[config.mk]
export PLATFORM = sky130hd
export DESIGN_NAME = status_led_blink_controller_flat
export DESIGN_NICKNAME = d
export VERILOG_FILES = /design/src/rtl/core/slbc_pkg.sv /design/src/rtl/core/slbc_if.sv /design/src/rtl/core/status_led_blink_controller.sv /design/src/flat_wrapper.sv
export SDC_FILE = /design/constraint.sdc
export NUM_CORES = 1
export LEC_CHECK = 0
export BUFFER_PORTS_ARGS = -buffer_cell sky130_fd_sc_hd__buf_2
export CAP_MARGIN = 10
export CORE_UTILIZATION = 60
export CTS_CLUSTER_SIZE = 40
export DETAILED_ROUTE_END_ITERATION = 8
export PLACE_DENSITY = 0.79
export SETUP_SLACK_MARGIN = 0.1
export SLEW_MARGIN = 10
export SYNTH_ARGS = -nofsm -noshare
export SYNTH_HDL_FRONTEND = slang
export SYNTH_SLANG_ARGS = --single-unit
[constraint.sdc]
create_clock -name clk -period 8 [get_ports clk]
set_input_delay 1.6 -clock clk [delete_from_list [all_inputs] [get_ports clk]]
set_output_delay 1.6 -clock clk [all_outputs]
set_load 0.005 [all_outputs]
[src/rtl/core/slbc_pkg.sv]
// ----------------------------------------------------------------------------
// slbc_pkg
// Shared types, codes and helpers for the status LED blink controller.
// ----------------------------------------------------------------------------
package slbc_pkg;

    // Number of profile indicators and width of the millisecond countdowns
    localparam int PROFILE_COUNT = 3;
    localparam int TIMER_BITS    = 16;

    localparam int CFG_INDEX_W = 3;
    localparam int CFG_DATA_W  = 16;
    localparam int LED_W       = 3;

    typedef logic [TIMER_BITS-1:0] timer_t;
    typedef logic [LED_W-1:0]      led_mask_t;
    typedef logic [1:0]            slot_t;

    localparam logic [31:0] TIMER_MAX = 32'((64'd1 << TIMER_BITS) - 64'd1);

    // Operation codes
    localparam logic [2:0] OP_TICK             = 3'd0;
    localparam logic [2:0] OP_KEY              = 3'd1;
    localparam logic [2:0] OP_USB_CHANGE       = 3'd2;
    localparam logic [2:0] OP_PROFILE_CMD      = 3'd3;
    localparam logic [2:0] OP_PROFILE_CHANGED  = 3'd4;
    localparam logic [2:0] OP_ENDPOINT_CHANGED = 3'd5;

    // Key kinds
    localparam logic [1:0] KEY_MUTE    = 2'd1;
    localparam logic [1:0] KEY_MICMUTE = 2'd2;

    // Profile command kinds
    localparam logic [1:0] CMD_USB    = 2'd0;
    localparam logic [1:0] CMD_SELECT = 2'd1;

    // Configuration register indexes
    localparam logic [CFG_INDEX_W-1:0] REG_PROFILE_IDENTIFY = 3'd0;
    localparam logic [CFG_INDEX_W-1:0] REG_USB_IDENTIFY     = 3'd1;
    localparam logic [CFG_INDEX_W-1:0] REG_PAIRING_BLINK    = 3'd2;
    localparam logic [CFG_INDEX_W-1:0] REG_RECONNECT_ON     = 3'd3;
    localparam logic [CFG_INDEX_W-1:0] REG_RECONNECT_OFF    = 3'd4;

    // Configuration reset values
    localparam logic [CFG_DATA_W-1:0] RST_PROFILE_IDENTIFY = 16'd5000;
    localparam logic [CFG_DATA_W-1:0] RST_USB_IDENTIFY     = 16'd1000;
    localparam logic [CFG_DATA_W-1:0] RST_PAIRING_BLINK    = 16'd150;
    localparam logic [CFG_DATA_W-1:0] RST_RECONNECT_ON     = 16'd120;
    localparam logic [CFG_DATA_W-1:0] RST_RECONNECT_OFF    = 16'd1880;

    // Power LED rhythms
    localparam timer_t USB_WAIT_ON_MS  = TIMER_BITS'(120);
    localparam timer_t USB_WAIT_OFF_MS = TIMER_BITS'(880);
    localparam timer_t OPEN_HALF_MS    = TIMER_BITS'(150);
    localparam timer_t BONDED_ON_MS    = TIMER_BITS'(200);
    localparam timer_t BONDED_OFF_MS   = TIMER_BITS'(800);

    localparam slot_t SLOT_NONE = 2'd3;

    // Input item as held in the input register
    typedef struct packed {
        logic [2:0] operation;
        logic       usb_hid_ready;
        logic       active_connected;
        logic       active_open;
        logic [1:0] active_profile;
        logic [1:0] key_kind;
        logic [1:0] command_kind;
        logic       command_ble;
        logic [1:0] command_profile;
        logic       command_profile_open;
        logic       endpoint_ble;
    } evt_item_t;

    // Saturate a 16-bit duration to the countdown range
    function automatic timer_t clamp_ms(logic [CFG_DATA_W-1:0] v);
        logic [31:0] w;
        w = 32'(v);
        if (w > TIMER_MAX)
        begin
            w = TIMER_MAX;
        end
        return w[TIMER_BITS-1:0];
    endfunction

    // LED bit for a profile index; no bit for the none slot or a missing LED
    function automatic led_mask_t led_bit(slot_t idx);
        led_mask_t m;
        m = '0;
        if (idx != SLOT_NONE && 32'(idx) < PROFILE_COUNT)
        begin
            m = led_mask_t'(1) << idx;
        end
        return m;
    endfunction

    // Every profile LED that exists
    function automatic led_mask_t all_leds();
        led_mask_t m;
        m = '0;
        for (int i = 0; i < LED_W; i++)
        begin
            m = m | led_bit(slot_t'(i));
        end
        return m;
    endfunction

endpackage

[src/rtl/core/slbc_if.sv]
// ----------------------------------------------------------------------------
// slbc_if
// Valid/ready channels of the status LED blink controller.
// ----------------------------------------------------------------------------

// Event and tick items with the current link status
interface slbc_evt_if ();
    logic       valid;
    logic       ready;
    logic [2:0] operation;
    logic       usb_hid_ready;
    logic       active_connected;
    logic       active_open;
    logic [1:0] active_profile;
    logic [1:0] key_kind;
    logic [1:0] command_kind;
    logic       command_ble;
    logic [1:0] command_profile;
    logic       command_profile_open;
    logic       endpoint_ble;

    modport source (
        output valid, operation, usb_hid_ready, active_connected, active_open,
               active_profile, key_kind, command_kind, command_ble,
               command_profile, command_profile_open, endpoint_ble,
        input  ready
    );
    modport sink (
        input  valid, operation, usb_hid_ready, active_connected, active_open,
               active_profile, key_kind, command_kind, command_ble,
               command_profile, command_profile_open, endpoint_ble,
        output ready
    );
endinterface

// LED levels after each item
interface slbc_led_if ();
    logic       valid;
    logic       ready;
    logic       power_ind;
    logic       mute_ind;
    logic       mic_mute_ind;
    logic [2:0] profile_ind;

    modport source (
        output valid, power_ind, mute_ind, mic_mute_ind, profile_ind,
        input  ready
    );
    modport sink (
        input  valid, power_ind, mute_ind, mic_mute_ind, profile_ind,
        output ready
    );
endinterface

// Register writes
interface slbc_cfg_if ();
    logic        valid;
    logic        ready;
    logic [2:0]  index;
    logic [15:0] data;

    modport source (output valid, index, data, input ready);
    modport sink (input valid, index, data, output ready);
endinterface

[src/rtl/core/status_led_blink_controller.sv]
// ----------------------------------------------------------------------------
// status_led_blink_controller
// Power, mute, mic-mute and profile indicator sequencing from 1 ms ticks
// and link events.
// ----------------------------------------------------------------------------
//  channel | dir | payload                                  | accepted when
//  --------+-----+------------------------------------------+----------------
//  evt     | in  | operation, link status, key/command info | valid && ready
//  led     | out | power, mute, mic mute, profile mask      | valid && ready
//  cfg     | in  | index, data (five 16-bit durations)      | valid && ready
//
//  One item per cycle sustained while results are taken; a result passes the
//  input register, then the state update into the result register.
//  Reset loads the default durations and leaves the power timer due, so the
//  first item already sets the power LED.
//  A stalled result holds the result register; the input register still
//  takes an item, and the input side stalls only when both are full.
//  Register writes are always taken.
// ----------------------------------------------------------------------------
module status_led_blink_controller
    import slbc_pkg::*;
(
    input logic            clk,
    input logic            rst_n,
    slbc_evt_if.sink       evt,
    slbc_led_if.source     led,
    slbc_cfg_if.sink       cfg
);

    // Configuration registers
    logic [CFG_DATA_W-1:0] profile_identify_ms_reg;
    logic [CFG_DATA_W-1:0] usb_identify_ms_reg;
    logic [CFG_DATA_W-1:0] pairing_blink_ms_reg;
    logic [CFG_DATA_W-1:0] reconnect_on_ms_reg;
    logic [CFG_DATA_W-1:0] reconnect_off_ms_reg;

    // Pipeline control and payload
    logic      in_valid_reg, in_valid_next;
    evt_item_t in_item_reg;
    evt_item_t evt_item;
    logic      out_valid_reg, out_valid_next;
    logic      advance;

    // Indicator state
    logic      requested_ble_reg,     requested_ble_next;
    logic      power_phase_reg,       power_phase_next;
    timer_t    power_countdown_reg,   power_countdown_next;
    logic      power_armed_reg,       power_armed_next;
    logic      power_level_reg,       power_level_next;
    logic      profile_phase_reg,     profile_phase_next;
    logic      usb_identifying_reg,   usb_identifying_next;
    timer_t    identify_left_reg,     identify_left_next;
    slot_t     identify_slot_reg,     identify_slot_next;
    timer_t    profile_countdown_reg, profile_countdown_next;
    logic      profile_armed_reg,     profile_armed_next;
    led_mask_t profile_mask_reg,      profile_mask_next;
    logic      mute_level_reg,        mute_level_next;
    logic      micmute_level_reg,     micmute_level_next;

    // Gather the incoming item
    assign evt_item = '{
        operation:            evt.operation,
        usb_hid_ready:        evt.usb_hid_ready,
        active_connected:     evt.active_connected,
        active_open:          evt.active_open,
        active_profile:       evt.active_profile,
        key_kind:             evt.key_kind,
        command_kind:         evt.command_kind,
        command_ble:          evt.command_ble,
        command_profile:      evt.command_profile,
        command_profile_open: evt.command_profile_open,
        endpoint_ble:         evt.endpoint_ble
    };

    // Move the held item into the result register when it is free
    assign advance   = in_valid_reg && (!out_valid_reg || led.ready);
    assign evt.ready = !in_valid_reg || advance;
    assign cfg.ready = 1'b1;

    always_comb
    begin
        in_valid_next = in_valid_reg;
        if (evt.valid && evt.ready)
        begin
            in_valid_next = 1'b1;
        end
        else if (advance)
        begin
            in_valid_next = 1'b0;
        end

        out_valid_next = out_valid_reg;
        if (advance)
        begin
            out_valid_next = 1'b1;
        end
        else if (led.ready)
        begin
            out_valid_next = 1'b0;
        end
    end

    // Apply the item, then run whichever timer handler is due
    always_comb
    begin
        requested_ble_next     = requested_ble_reg;
        power_phase_next       = power_phase_reg;
        power_countdown_next   = power_countdown_reg;
        power_armed_next       = power_armed_reg;
        power_level_next       = power_level_reg;
        profile_phase_next     = profile_phase_reg;
        usb_identifying_next   = usb_identifying_reg;
        identify_left_next     = identify_left_reg;
        identify_slot_next     = identify_slot_reg;
        profile_countdown_next = profile_countdown_reg;
        profile_armed_next     = profile_armed_reg;
        profile_mask_next      = profile_mask_reg;
        mute_level_next        = mute_level_reg;
        micmute_level_next     = micmute_level_reg;

        unique case (in_item_reg.operation)
            OP_TICK:
            begin
                if (power_armed_reg && power_countdown_reg != '0)
                begin
                    power_countdown_next = power_countdown_reg - timer_t'(1);
                end
                if (profile_armed_reg && profile_countdown_reg != '0)
                begin
                    profile_countdown_next = profile_countdown_reg - timer_t'(1);
                end
                if (identify_left_reg != '0)
                begin
                    identify_left_next = identify_left_reg - timer_t'(1);
                end
            end
            OP_KEY:
            begin
                if (in_item_reg.key_kind == KEY_MUTE)
                begin
                    mute_level_next = !mute_level_reg;
                end
                else if (in_item_reg.key_kind == KEY_MICMUTE)
                begin
                    micmute_level_next = !micmute_level_reg;
                end
            end
            OP_USB_CHANGE:
            begin
                power_phase_next     = 1'b0;
                power_armed_next     = 1'b1;
                power_countdown_next = '0;
            end
            OP_PROFILE_CMD:
            begin
                requested_ble_next   = in_item_reg.command_ble;
                power_phase_next     = 1'b0;
                power_armed_next     = 1'b1;
                power_countdown_next = '0;
                profile_phase_next   = 1'b0;
                if (in_item_reg.command_kind == CMD_USB)
                begin
                    usb_identifying_next = 1'b1;
                    requested_ble_next   = 1'b0;
                    identify_slot_next   = SLOT_NONE;
                    identify_left_next   = clamp_ms(usb_identify_ms_reg);
                end
                else
                begin
                    usb_identifying_next = 1'b0;
                    identify_slot_next   = in_item_reg.command_profile;
                    if (in_item_reg.command_kind == CMD_SELECT
                        && !in_item_reg.command_profile_open)
                    begin
                        identify_left_next = clamp_ms(profile_identify_ms_reg);
                    end
                    else
                    begin
                        identify_left_next = '0;
                    end
                end
                profile_armed_next     = 1'b1;
                profile_countdown_next = '0;
            end
            OP_PROFILE_CHANGED:
            begin
                power_phase_next       = 1'b0;
                power_armed_next       = 1'b1;
                power_countdown_next   = '0;
                profile_phase_next     = 1'b0;
                usb_identifying_next   = 1'b0;
                identify_left_next     = '0;
                identify_slot_next     = SLOT_NONE;
                profile_armed_next     = 1'b1;
                profile_countdown_next = '0;
            end
            OP_ENDPOINT_CHANGED:
            begin
                power_phase_next     = 1'b0;
                power_armed_next     = 1'b1;
                power_countdown_next = '0;
                if (in_item_reg.endpoint_ble)
                begin
                    profile_phase_next     = 1'b0;
                    usb_identifying_next   = 1'b0;
                    identify_left_next     = clamp_ms(profile_identify_ms_reg);
                    identify_slot_next     = in_item_reg.active_profile;
                    profile_armed_next     = 1'b1;
                    profile_countdown_next = '0;
                end
            end
            default:
            begin
            end
        endcase

        // Power timer expiry: steady on when the link is up, else blink
        if (power_armed_next && power_countdown_next == '0)
        begin
            power_armed_next = 1'b0;
            if ((!requested_ble_next && in_item_reg.usb_hid_ready)
                || (requested_ble_next && in_item_reg.active_connected))
            begin
                power_level_next = 1'b1;
                power_phase_next = 1'b1;
            end
            else
            begin
                power_phase_next = !power_phase_next;
                power_level_next = power_phase_next;
                power_armed_next = 1'b1;
                if (!requested_ble_next)
                begin
                    power_countdown_next = power_phase_next ? USB_WAIT_ON_MS
                                                            : USB_WAIT_OFF_MS;
                end
                else if (in_item_reg.active_open)
                begin
                    power_countdown_next = OPEN_HALF_MS;
                end
                else
                begin
                    power_countdown_next = power_phase_next ? BONDED_ON_MS
                                                            : BONDED_OFF_MS;
                end
            end
        end

        // Profile timer expiry: identification first, then pairing/reconnect blink
        if (profile_armed_next && profile_countdown_next == '0)
        begin
            profile_armed_next = 1'b0;
            if (identify_left_next != '0)
            begin
                if (!requested_ble_next && usb_identifying_next)
                begin
                    profile_mask_next = all_leds();
                end
                else
                begin
                    profile_mask_next = led_bit(identify_slot_next);
                end
                profile_armed_next     = 1'b1;
                profile_countdown_next = identify_left_next;
            end
            else if (!requested_ble_next || in_item_reg.active_connected)
            begin
                profile_mask_next = '0;
            end
            else
            begin
                profile_phase_next = !profile_phase_next;
                profile_mask_next  = profile_phase_next
                                     ? led_bit(in_item_reg.active_profile) : '0;
                profile_armed_next = 1'b1;
                if (in_item_reg.active_open)
                begin
                    profile_countdown_next = clamp_ms(pairing_blink_ms_reg);
                end
                else if (profile_phase_next)
                begin
                    profile_countdown_next = clamp_ms(reconnect_on_ms_reg);
                end
                else
                begin
                    profile_countdown_next = clamp_ms(reconnect_off_ms_reg);
                end
            end
        end
    end

    // Hold control, state and configuration
    always_ff @(posedge clk or negedge rst_n)
    begin
        if (!rst_n)
        begin
            in_valid_reg            <= 1'b0;
            out_valid_reg           <= 1'b0;
            profile_identify_ms_reg <= RST_PROFILE_IDENTIFY;
            usb_identify_ms_reg     <= RST_USB_IDENTIFY;
            pairing_blink_ms_reg    <= RST_PAIRING_BLINK;
            reconnect_on_ms_reg     <= RST_RECONNECT_ON;
            reconnect_off_ms_reg    <= RST_RECONNECT_OFF;
            requested_ble_reg       <= 1'b0;
            power_phase_reg         <= 1'b0;
            power_countdown_reg     <= '0;
            power_armed_reg         <= 1'b1;
            power_level_reg         <= 1'b0;
            profile_phase_reg       <= 1'b0;
            usb_identifying_reg     <= 1'b0;
            identify_left_reg       <= '0;
            identify_slot_reg       <= SLOT_NONE;
            profile_countdown_reg   <= '0;
            profile_armed_reg       <= 1'b0;
            profile_mask_reg        <= '0;
            mute_level_reg          <= 1'b0;
            micmute_level_reg       <= 1'b0;
        end
        else
        begin
            in_valid_reg  <= in_valid_next;
            out_valid_reg <= out_valid_next;

            if (cfg.valid)
            begin
                unique case (cfg.index)
                    REG_PROFILE_IDENTIFY: profile_identify_ms_reg <= cfg.data;
                    REG_USB_IDENTIFY:     usb_identify_ms_reg     <= cfg.data;
                    REG_PAIRING_BLINK:    pairing_blink_ms_reg    <= cfg.data;
                    REG_RECONNECT_ON:     reconnect_on_ms_reg     <= cfg.data;
                    REG_RECONNECT_OFF:    reconnect_off_ms_reg    <= cfg.data;
                    default:
                    begin
                    end
                endcase
            end

            if (advance)
            begin
                requested_ble_reg     <= requested_ble_next;
                power_phase_reg       <= power_phase_next;
                power_countdown_reg   <= power_countdown_next;
                power_armed_reg       <= power_armed_next;
                power_level_reg       <= power_level_next;
                profile_phase_reg     <= profile_phase_next;
                usb_identifying_reg   <= usb_identifying_next;
                identify_left_reg     <= identify_left_next;
                identify_slot_reg     <= identify_slot_next;
                profile_countdown_reg <= profile_countdown_next;
                profile_armed_reg     <= profile_armed_next;
                profile_mask_reg      <= profile_mask_next;
                mute_level_reg        <= mute_level_next;
                micmute_level_reg     <= micmute_level_next;
            end
        end
    end

    // Capture the input item
    always_ff @(posedge clk)
    begin
        if (evt.valid && evt.ready)
        begin
            in_item_reg <= evt_item;
        end
    end

    // Drive the result from the state registers
    assign led.valid        = out_valid_reg;
    assign led.power_ind    = power_level_reg;
    assign led.mute_ind     = mute_level_reg;
    assign led.mic_mute_ind = micmute_level_reg;
    assign led.profile_ind  = profile_mask_reg;

`ifndef NO_ASSERTIONS
    // The power level always follows the blink phase
    a_power_phase: assert property (@(posedge clk) disable iff (!rst_n)
        power_level_reg == power_phase_reg)
        else $error("power level differs from power phase");

    // A processed item never leaves the power timer due
    a_power_not_due: assert property (@(posedge clk) disable iff (!rst_n)
        advance |=> !(power_armed_reg && power_countdown_reg == '0))
        else $error("power timer left due after an item");

    // USB identification carries no profile slot
    a_usb_slot: assert property (@(posedge clk) disable iff (!rst_n)
        usb_identifying_reg |-> identify_slot_reg == SLOT_NONE)
        else $error("profile slot set during USB identification");

    // Indicator state changes only when an item moves to the result
    a_state_hold: assert property (@(posedge clk) disable iff (!rst_n)
        !advance |=> $stable({mute_level_reg, micmute_level_reg, profile_mask_reg,
                              power_countdown_reg, identify_left_reg}))
        else $error("state changed without an item");

    // A new result comes only from an item that moved forward
    a_result_source: assert property (@(posedge clk) disable iff (!rst_n)
        $rose(out_valid_reg) |-> $past(advance))
        else $error("result appeared without an item");
`endif

endmodule

[src/flat_wrapper.sv]
// flat-port wrapper written by rule: the top's interface ports become plain ports
module status_led_blink_controller_flat import slbc_pkg::*;
  (clk, rst_n, evt_valid, evt_operation, evt_usb_hid_ready, evt_active_connected, evt_active_open, evt_active_profile, evt_key_kind, evt_command_kind, evt_command_ble, evt_command_profile, evt_command_profile_open, evt_endpoint_ble, evt_ready, led_valid, led_power_ind, led_mute_ind, led_mic_mute_ind, led_profile_ind, led_ready, cfg_valid, cfg_index, cfg_data, cfg_ready);
  slbc_evt_if evt_i ();
  slbc_led_if led_i ();
  slbc_cfg_if cfg_i ();
  input logic clk;
  input logic rst_n;
  input wire logic [$bits(evt_i.valid)-1:0] evt_valid;
  input wire logic [$bits(evt_i.operation)-1:0] evt_operation;
  input wire logic [$bits(evt_i.usb_hid_ready)-1:0] evt_usb_hid_ready;
  input wire logic [$bits(evt_i.active_connected)-1:0] evt_active_connected;
  input wire logic [$bits(evt_i.active_open)-1:0] evt_active_open;
  input wire logic [$bits(evt_i.active_profile)-1:0] evt_active_profile;
  input wire logic [$bits(evt_i.key_kind)-1:0] evt_key_kind;
  input wire logic [$bits(evt_i.command_kind)-1:0] evt_command_kind;
  input wire logic [$bits(evt_i.command_ble)-1:0] evt_command_ble;
  input wire logic [$bits(evt_i.command_profile)-1:0] evt_command_profile;
  input wire logic [$bits(evt_i.command_profile_open)-1:0] evt_command_profile_open;
  input wire logic [$bits(evt_i.endpoint_ble)-1:0] evt_endpoint_ble;
  output wire logic [$bits(evt_i.ready)-1:0] evt_ready;
  output wire logic [$bits(led_i.valid)-1:0] led_valid;
  output wire logic [$bits(led_i.power_ind)-1:0] led_power_ind;
  output wire logic [$bits(led_i.mute_ind)-1:0] led_mute_ind;
  output wire logic [$bits(led_i.mic_mute_ind)-1:0] led_mic_mute_ind;
  output wire logic [$bits(led_i.profile_ind)-1:0] led_profile_ind;
  input wire logic [$bits(led_i.ready)-1:0] led_ready;
  input wire logic [$bits(cfg_i.valid)-1:0] cfg_valid;
  input wire logic [$bits(cfg_i.index)-1:0] cfg_index;
  input wire logic [$bits(cfg_i.data)-1:0] cfg_data;
  output wire logic [$bits(cfg_i.ready)-1:0] cfg_ready;
  assign evt_i.valid = evt_valid;
  assign evt_i.operation = evt_operation;
  assign evt_i.usb_hid_ready = evt_usb_hid_ready;
  assign evt_i.active_connected = evt_active_connected;
  assign evt_i.active_open = evt_active_open;
  assign evt_i.active_profile = evt_active_profile;
  assign evt_i.key_kind = evt_key_kind;
  assign evt_i.command_kind = evt_command_kind;
  assign evt_i.command_ble = evt_command_ble;
  assign evt_i.command_profile = evt_command_profile;
  assign evt_i.command_profile_open = evt_command_profile_open;
  assign evt_i.endpoint_ble = evt_endpoint_ble;
  assign evt_ready = evt_i.ready;
  assign led_valid = led_i.valid;
  assign led_power_ind = led_i.power_ind;
  assign led_mute_ind = led_i.mute_ind;
  assign led_mic_mute_ind = led_i.mic_mute_ind;
  assign led_profile_ind = led_i.profile_ind;
  assign led_i.ready = led_ready;
  assign cfg_i.valid = cfg_valid;
  assign cfg_i.index = cfg_index;
  assign cfg_i.data = cfg_data;
  assign cfg_ready = cfg_i.ready;
  status_led_blink_controller u_core (.clk(clk), .rst_n(rst_n), .evt(evt_i), .led(led_i), .cfg(cfg_i));
endmodule
---- Word level (Yosys, flattened, before mapping) ----
Cells that the tools add are included.
operators by class
  add/sub/neg operators ................... 3
  $lt $le $gt $ge ......................... 2
  equal/unequal tests ..................... 14
  shifts and indexed selects .............. 2
  multiplexer cells ....................... 55
  bitwise gates (word level) .............. 1
  reductions and logical operators ........ 46
operators with widths
  operator                                                               number
  16-bit two-way mux                                                     16
  16-bit one-hot mux with 4 select lines                                 1
  16-bit nonzero test                                                    4
  16-bit one-hot mux with 3 select lines                                 1
  16-bit by 1-bit subtractor with 16-bit output, second input constant   3
  16-bit logical NOT                                                     2
  16-bit one-hot mux with 2 select lines                                 1
  1-bit two-way mux                                                      22
  10-bit two-way mux                                                     2
  3-bit two-way mux                                                      6
  2-bit AND reduction                                                    7
  3-bit by 2-bit equality test with 1-bit output, second input constant  4
  1-bit logical AND                                                      12
  3-bit equality test, second input constant                             3
  1-bit logical NOT                                                      8
  3-bit by 1-bit equality test with 1-bit output, second input constant  2
  3-bit logical NOT                                                      2
  2-bit one-hot mux with 3 select lines                                  1
  1-bit by 2-bit << shifter with 3-bit output, first input constant      2
  2-bit by 1-bit equality test with 1-bit output, second input constant  2
  1-bit logical OR                                                       4
  2-bit < comparator, second input constant                              2
  2-bit two-way mux                                                      2
  2-bit inequality test, second input constant                           2
  10 further kinds                                                       12
storage, ports and cells
  register bits after elaboration ......... 161
  bits of input ports ..................... 41
  output and inout bits ................... 9

---- Depth between registers and ports, before layout ----
  word-level depth ........................ 8
  gate-level depth with buffers ........... 13

---- Worst setup path after synthesis ----
Ideal clock, no wire load.
  path type ............................... flip-flop to flip-flop
  start point ............................. reg u_core.identify_left_reg[7]
  end point ............................... reg u_core.profile_countdown_reg[7]
  arrival time ............................ 3.448 ns
  data required time ...................... 7.906 ns
  path slack .............................. 4.458 ns
  stages on the path, launching flop included .. 12
  buffers on the path ..................... 3
  period minus slack after synthesis ...... 3.542 ns
  cell sequence ........................... dfrtp_1 or3_1 buf_2 or4_1 buf_2 or4_1 xor2_1 o21ai_1 or4_1 buf_2 o311a_1 a211oi_1
on the way
  longest elaborated chain between the ends .. 6
RTL lines
  item                                                                                  RTL line                                                                text
  start: declaration                                                                    status_led_blink_controller.sv:52                                       timer_t identify_left_reg, identify_left_next;
  start signal: assignment                                                              status_led_blink_controller.sv:347                                      identify_left_reg <= identify_left_next;
  16-bit by 1-bit subtractor with 16-bit output or 16-bit nonzero test (tied branches)  status_led_blink_controller.sv:134, status_led_blink_controller.sv:132
  16-bit two-way mux                                                                    status_led_blink_controller.sv:132                                      if (identify_left_reg != '0)
  16-bit one-hot mux with 4 select lines *                                              status_led_blink_controller.sv:121                                      unique case (in_item_reg.operation)
  16-bit nonzero test                                                                   status_led_blink_controller.sv:253                                      if (identify_left_next != '0)
  16-bit two-way mux *                                                                  status_led_blink_controller.sv:253
  16-bit two-way mux *                                                                  status_led_blink_controller.sv:250                                      if (profile_armed_next && profile_countdown_next == '0)
  end signal: assignment                                                                status_led_blink_controller.sv:349                                      profile_countdown_reg <= profile_countdown_next;
  end: declaration                                                                      status_led_blink_controller.sv:54                                       timer_t profile_countdown_reg, profile_countdown_next;
Mark *: on every way between the ends. The rest lies on a longest branch, timed or not.
A chain may end at the register's enable or synchronous reset.

---- Worst setup path after layout ----
  start point ............................. reg u_core.in_item_reg[15] (netlist bit)
  end point ............................... reg u_core.profile_mask_reg[0], in the netlist u_core.led.profile_ind[0]
on the way
  longest elaborated chain between the ends .. 7
RTL lines
  item                                                                                   RTL line                            text
  start: declaration                                                                     status_led_blink_controller.sv:39   evt_item_t in_item_reg;
  start signal: assignment                                                               status_led_blink_controller.sv:363  in_item_reg <= evt_item;
  3-bit equality test or 3-bit by 2-bit equality test with 1-bit output (tied branches)  status_led_blink_controller.sv:121
  2-bit one-hot mux with 3 select lines                                                  status_led_blink_controller.sv:121
  2-bit < comparator or 2-bit inequality test (tied branches)                            slbc_pkg.sv:90                      if (idx != SLOT_NONE && 32'(idx) < PROFILE_COUNT)
  1-bit logical AND                                                                      slbc_pkg.sv:90
  3-bit two-way mux                                                                      slbc_pkg.sv:90
  3-bit two-way mux                                                                      status_led_blink_controller.sv:255  if (!requested_ble_next && usb_identifying_next)
  3-bit two-way mux                                                                      status_led_blink_controller.sv:253
  end signal: assignment                                                                 status_led_blink_controller.sv:351  profile_mask_reg <= profile_mask_next;
  end: declaration                                                                       status_led_blink_controller.sv:56   led_mask_t profile_mask_reg, profile_mask_next;
Parallel ways exist; a longest one is shown, timed or not.

==> flow_summary_export.csv <==
group,metric,value,unit
run_status,status,"finished, final reports clean",
logic_synthesis,async_flop_share,89.4,%
global_route,first_global_vias,7312,
critical_path,crit_family,"simple AND/OR/NAND/NOR gates",
die,io_pins,50,
logic_synthesis,synth_top_area_cell,"dfrtp_1",
timing,slew_viol_final,0,
power,p_comb_share,30.4,%
finish,antenna_cells,0,
power,p_int,0.00184,W
global_route,grt_usage,31.8,%
die,initial_core_util,61.7,%
finish,stdcell_count,1119,
die,rows,44,
drt,dr.first_iter.drc_count,1197,
placed_design,place_area,9400,µm²
placed_design,dpl.cell_count,1087,
critical_path,cp.arrival,4.72,ns
clocking,path_clk_slew,0.07,ns
logic_synthesis,synth_area,9000,µm²
drt,wl_per_cell,21.5,µm
logic_synthesis,syn-instance-count,901,
finish,fin_nets,969,
logic_synthesis,synth-edff-count,17,
logic_synthesis,synth_area_leaders,"dfrtp_1, mux2_2, dfstp_2",
logic_synthesis,synth-main-ff-cell,"dfrtp_1",
critical_path,slowest_stage,"nor4_2",
global_route,grt_max_degree,87,
timing,worstMarginPinSlew,1.13,ns
clocking,cts.sinks,161,
timing,rsz0062_at_grt,"false",
power,cellLeakagePower,3.95,nW
timing,finalSetupViolCount,0,
logic_synthesis,ys_warn_count,0,
finish,layout-drive-gt1-share,24.3,%
power,switching_power,0.00107,W
logic_synthesis,syn_nets,948,
critical_path,crit_path_end_kind,"register",
critical_path,max_stage_delay,0.68,ns
critical_path,cp-start-kind,"register",
drt,via_per_inst,6.87,
drt,drt-total-wl,24.1,mm
timing,finalClockSkew,0.0165,ns
power,clockPowerShare,26.7,%
power,seqPwrFrac,42.9,%
timing,tns,0,ns
power,ir_drop,0.228,mV
timing,min_period,4.40,ns
clocking,cts-resized-gates,0,
power,swShare,36.7,%
drt,final_antenna_net_count,0,
global_route,grt_pass1_wl,38.9,mm
logic_synthesis,synth.avg_cell_area,9.99,µm²
critical_path,cp_max_fo,27,
clocking,clockBufferDepth,2,
placed_design,gp_congestion,0.976,
timing,hold_viol,0,
finish,largest_reg_flops,17,
drt,drc_errors,0,
power,power_density,292,nW/µm²
clocking,cts_hold_buf,0,
logic_synthesis,synth.distinct_cells,81,
timing,post-route-period-util,55.0,%
clocking,cts_setup_buffers,0,
drt,vias,7683,
placed_design,dp_hpwl,16.5,mm
finish,utilization,68.3,%
logic_synthesis,synth-seq-cells,161,
logic_synthesis,synth_top_area_share,32.3,%
placed_design,portBuffers,48,
die,die_x,124,µm
finish,syn_to_final_growth,10.7,%
die,die_y,124,µm
global_route,grt-ovfl-total,0,
drt,drtPass1Iterations,7,
die,dieArea,15500,µm²
logic_synthesis,ys_seq_area_share,46.1,%
critical_path,crit_path_frequent_cell,"nand4_1",
global_route,antenna_found_initial,0,
critical_path,worst-setup-path-type,"reg2reg",
clocking,htree_levels,4,
timing,relSlewSlack,24.4,%
timing,max_freq,227,MHz
critical_path,required,8.32,ns
clocking,numCtsBuffers,17,
clocking,clock_latency,0.44,ns
finish,design_area,9960,µm²
critical_path,path_cells,"nand3b_1, o21a_1, a222oi_1, nand4_1, nor4_1, nand4_1, nor4_2, nand4_1, o311ai_1",
clocking,cts_tree,"done",
flow_run,drv_cap,0,
critical_path,critPathBufInv,0,
die,core_area,14600,µm²
clocking,cts-root-buf,"clkbuf_16",
hold_path,hold_path_class,"reg2reg",
placed cells by master, fill, tap and decap left out, drive strengths merged, types with 17 or more instances in the layout:
cell type and count:
nand2 85, buf 61, edfxtp 17, mux2 88, a21oi 43, nor2 58, nand3 28, a222oi 17
nor4 19, dfstp 28, nor3 27, o21ai 64, clkbuf 21, dfrtp 116, inv 20
cell usage after synthesis, types with 4 or more instances:
library cell / instances
dfrtp_1: 116
mux2_2: 86
nand2_1: 85
nor2_1: 58
clkbuf_1: 53
o21ai_0: 53
a21oi_1: 43
dfstp_2: 28
nand3_1: 28
nor3_1: 27
a222oi_1: 17
edfxtp_1: 17
nor4_1: 16
a31oi_1: 15
mux2i_1: 14
nand4_1: 14
inv_1: 13
nand2b_1: 11
or3_1: 11
a211oi_1: 10
o21ai_1: 10
o22ai_1: 10
o311a_1: 10
or4_1: 10
xor2_1: 8
a21boi_0: 7
ha_1: 6
o311ai_1: 6
o31ai_1: 6
xnor2_1: 6
nor4b_1: 5
or2_2: 5
and3_1: 4
nand3b_1: 4
nor2b_1: 4
nor3b_1: 4
o21a_1: 4
cells by family (layout without fill, tap and decap cells):
kind of cell	count (synthesis)	after routing	share of synthesized area, %
multiplexers	102	102	12.6
other	1	1	0.0417
XOR/XNOR	14	14	1.36
buffers and inverters	72	106	3.09
AND/OR/NAND/NOR	307	307	17.8
flip-flops	161	161	46.1
adder cells (fa/ha/maj)	6	6	0.834
AO/OA/AOI/OAI	238	238	18.2
power groups by stage:
stage	sequential [W]	clock [W]	combinational [W]
after floorplan	0.00117	0	0.000673
after global placement	0.00124	0	0.000841
after detailed placement	0.00125	0	0.000858
after CTS	0.00124	0.000784	0.000869
after global routing	0.00127	0.000814	0.000967
final	0.00125	0.000777	0.000886
final timing paths:
kind,from,to,slack [ns],cells after the start
setup / recovery,u_core.in_item_reg[15]$_DFFE_PP_,u_core.led.profile_ind[0]$_DFFE_PN0P_,3.60,9
hold / removal,u_core.led.mic_mute_ind$_DFFE_PN0P_,u_core.led.mic_mute_ind$_DFFE_PN0P_,0.49,1
setup reg to reg,u_core.in_item_reg[15]$_DFFE_PP_,u_core.led.profile_ind[0]$_DFFE_PN0P_,3.60,9
hold reg to reg,u_core.led.mic_mute_ind$_DFFE_PN0P_,u_core.led.mic_mute_ind$_DFFE_PN0P_,0.49,1
max in group asynchronous,rst_n,u_core.identify_left_reg[8]$_DFFE_PN0P_,5.42,2
min in group asynchronous,rst_n,u_core.power_countdown_reg[10]$_DFFE_PN0P_,1.12,1
layer usage:
metal  routed length, µm  share of wire (%)  track usage, %
met1               10400                 43            44.0
met2               11200                 46            49.2
met3                1950                8.1            6.83
met4                 581                2.4            11.6
met5                   0                  0               0
metrics by stage:
step	power (W)	setup slack (ns)	hold slack, ns
after floorplan	0.00184	4.46	0.446
after global placement	0.00208	3.92	0.455
after detailed placement	0.00211	3.83	0.478
after CTS	0.00289	3.79	0.487
after global routing	0.00305	3.32	0.498
final	0.00291	3.60	0.492
cell type report:
class	instances	area, µm²
Inverter	13	48.8
Fill cell	1120	4630
Multi-Input combinational cell	668	4630
Clock buffer	21	470
Tap cell	184	230
Sequential cell	161	4150
Timing Repair Buffer	61	344
Clock inverter	11	91.3
(Power assumes the default switching activity.)
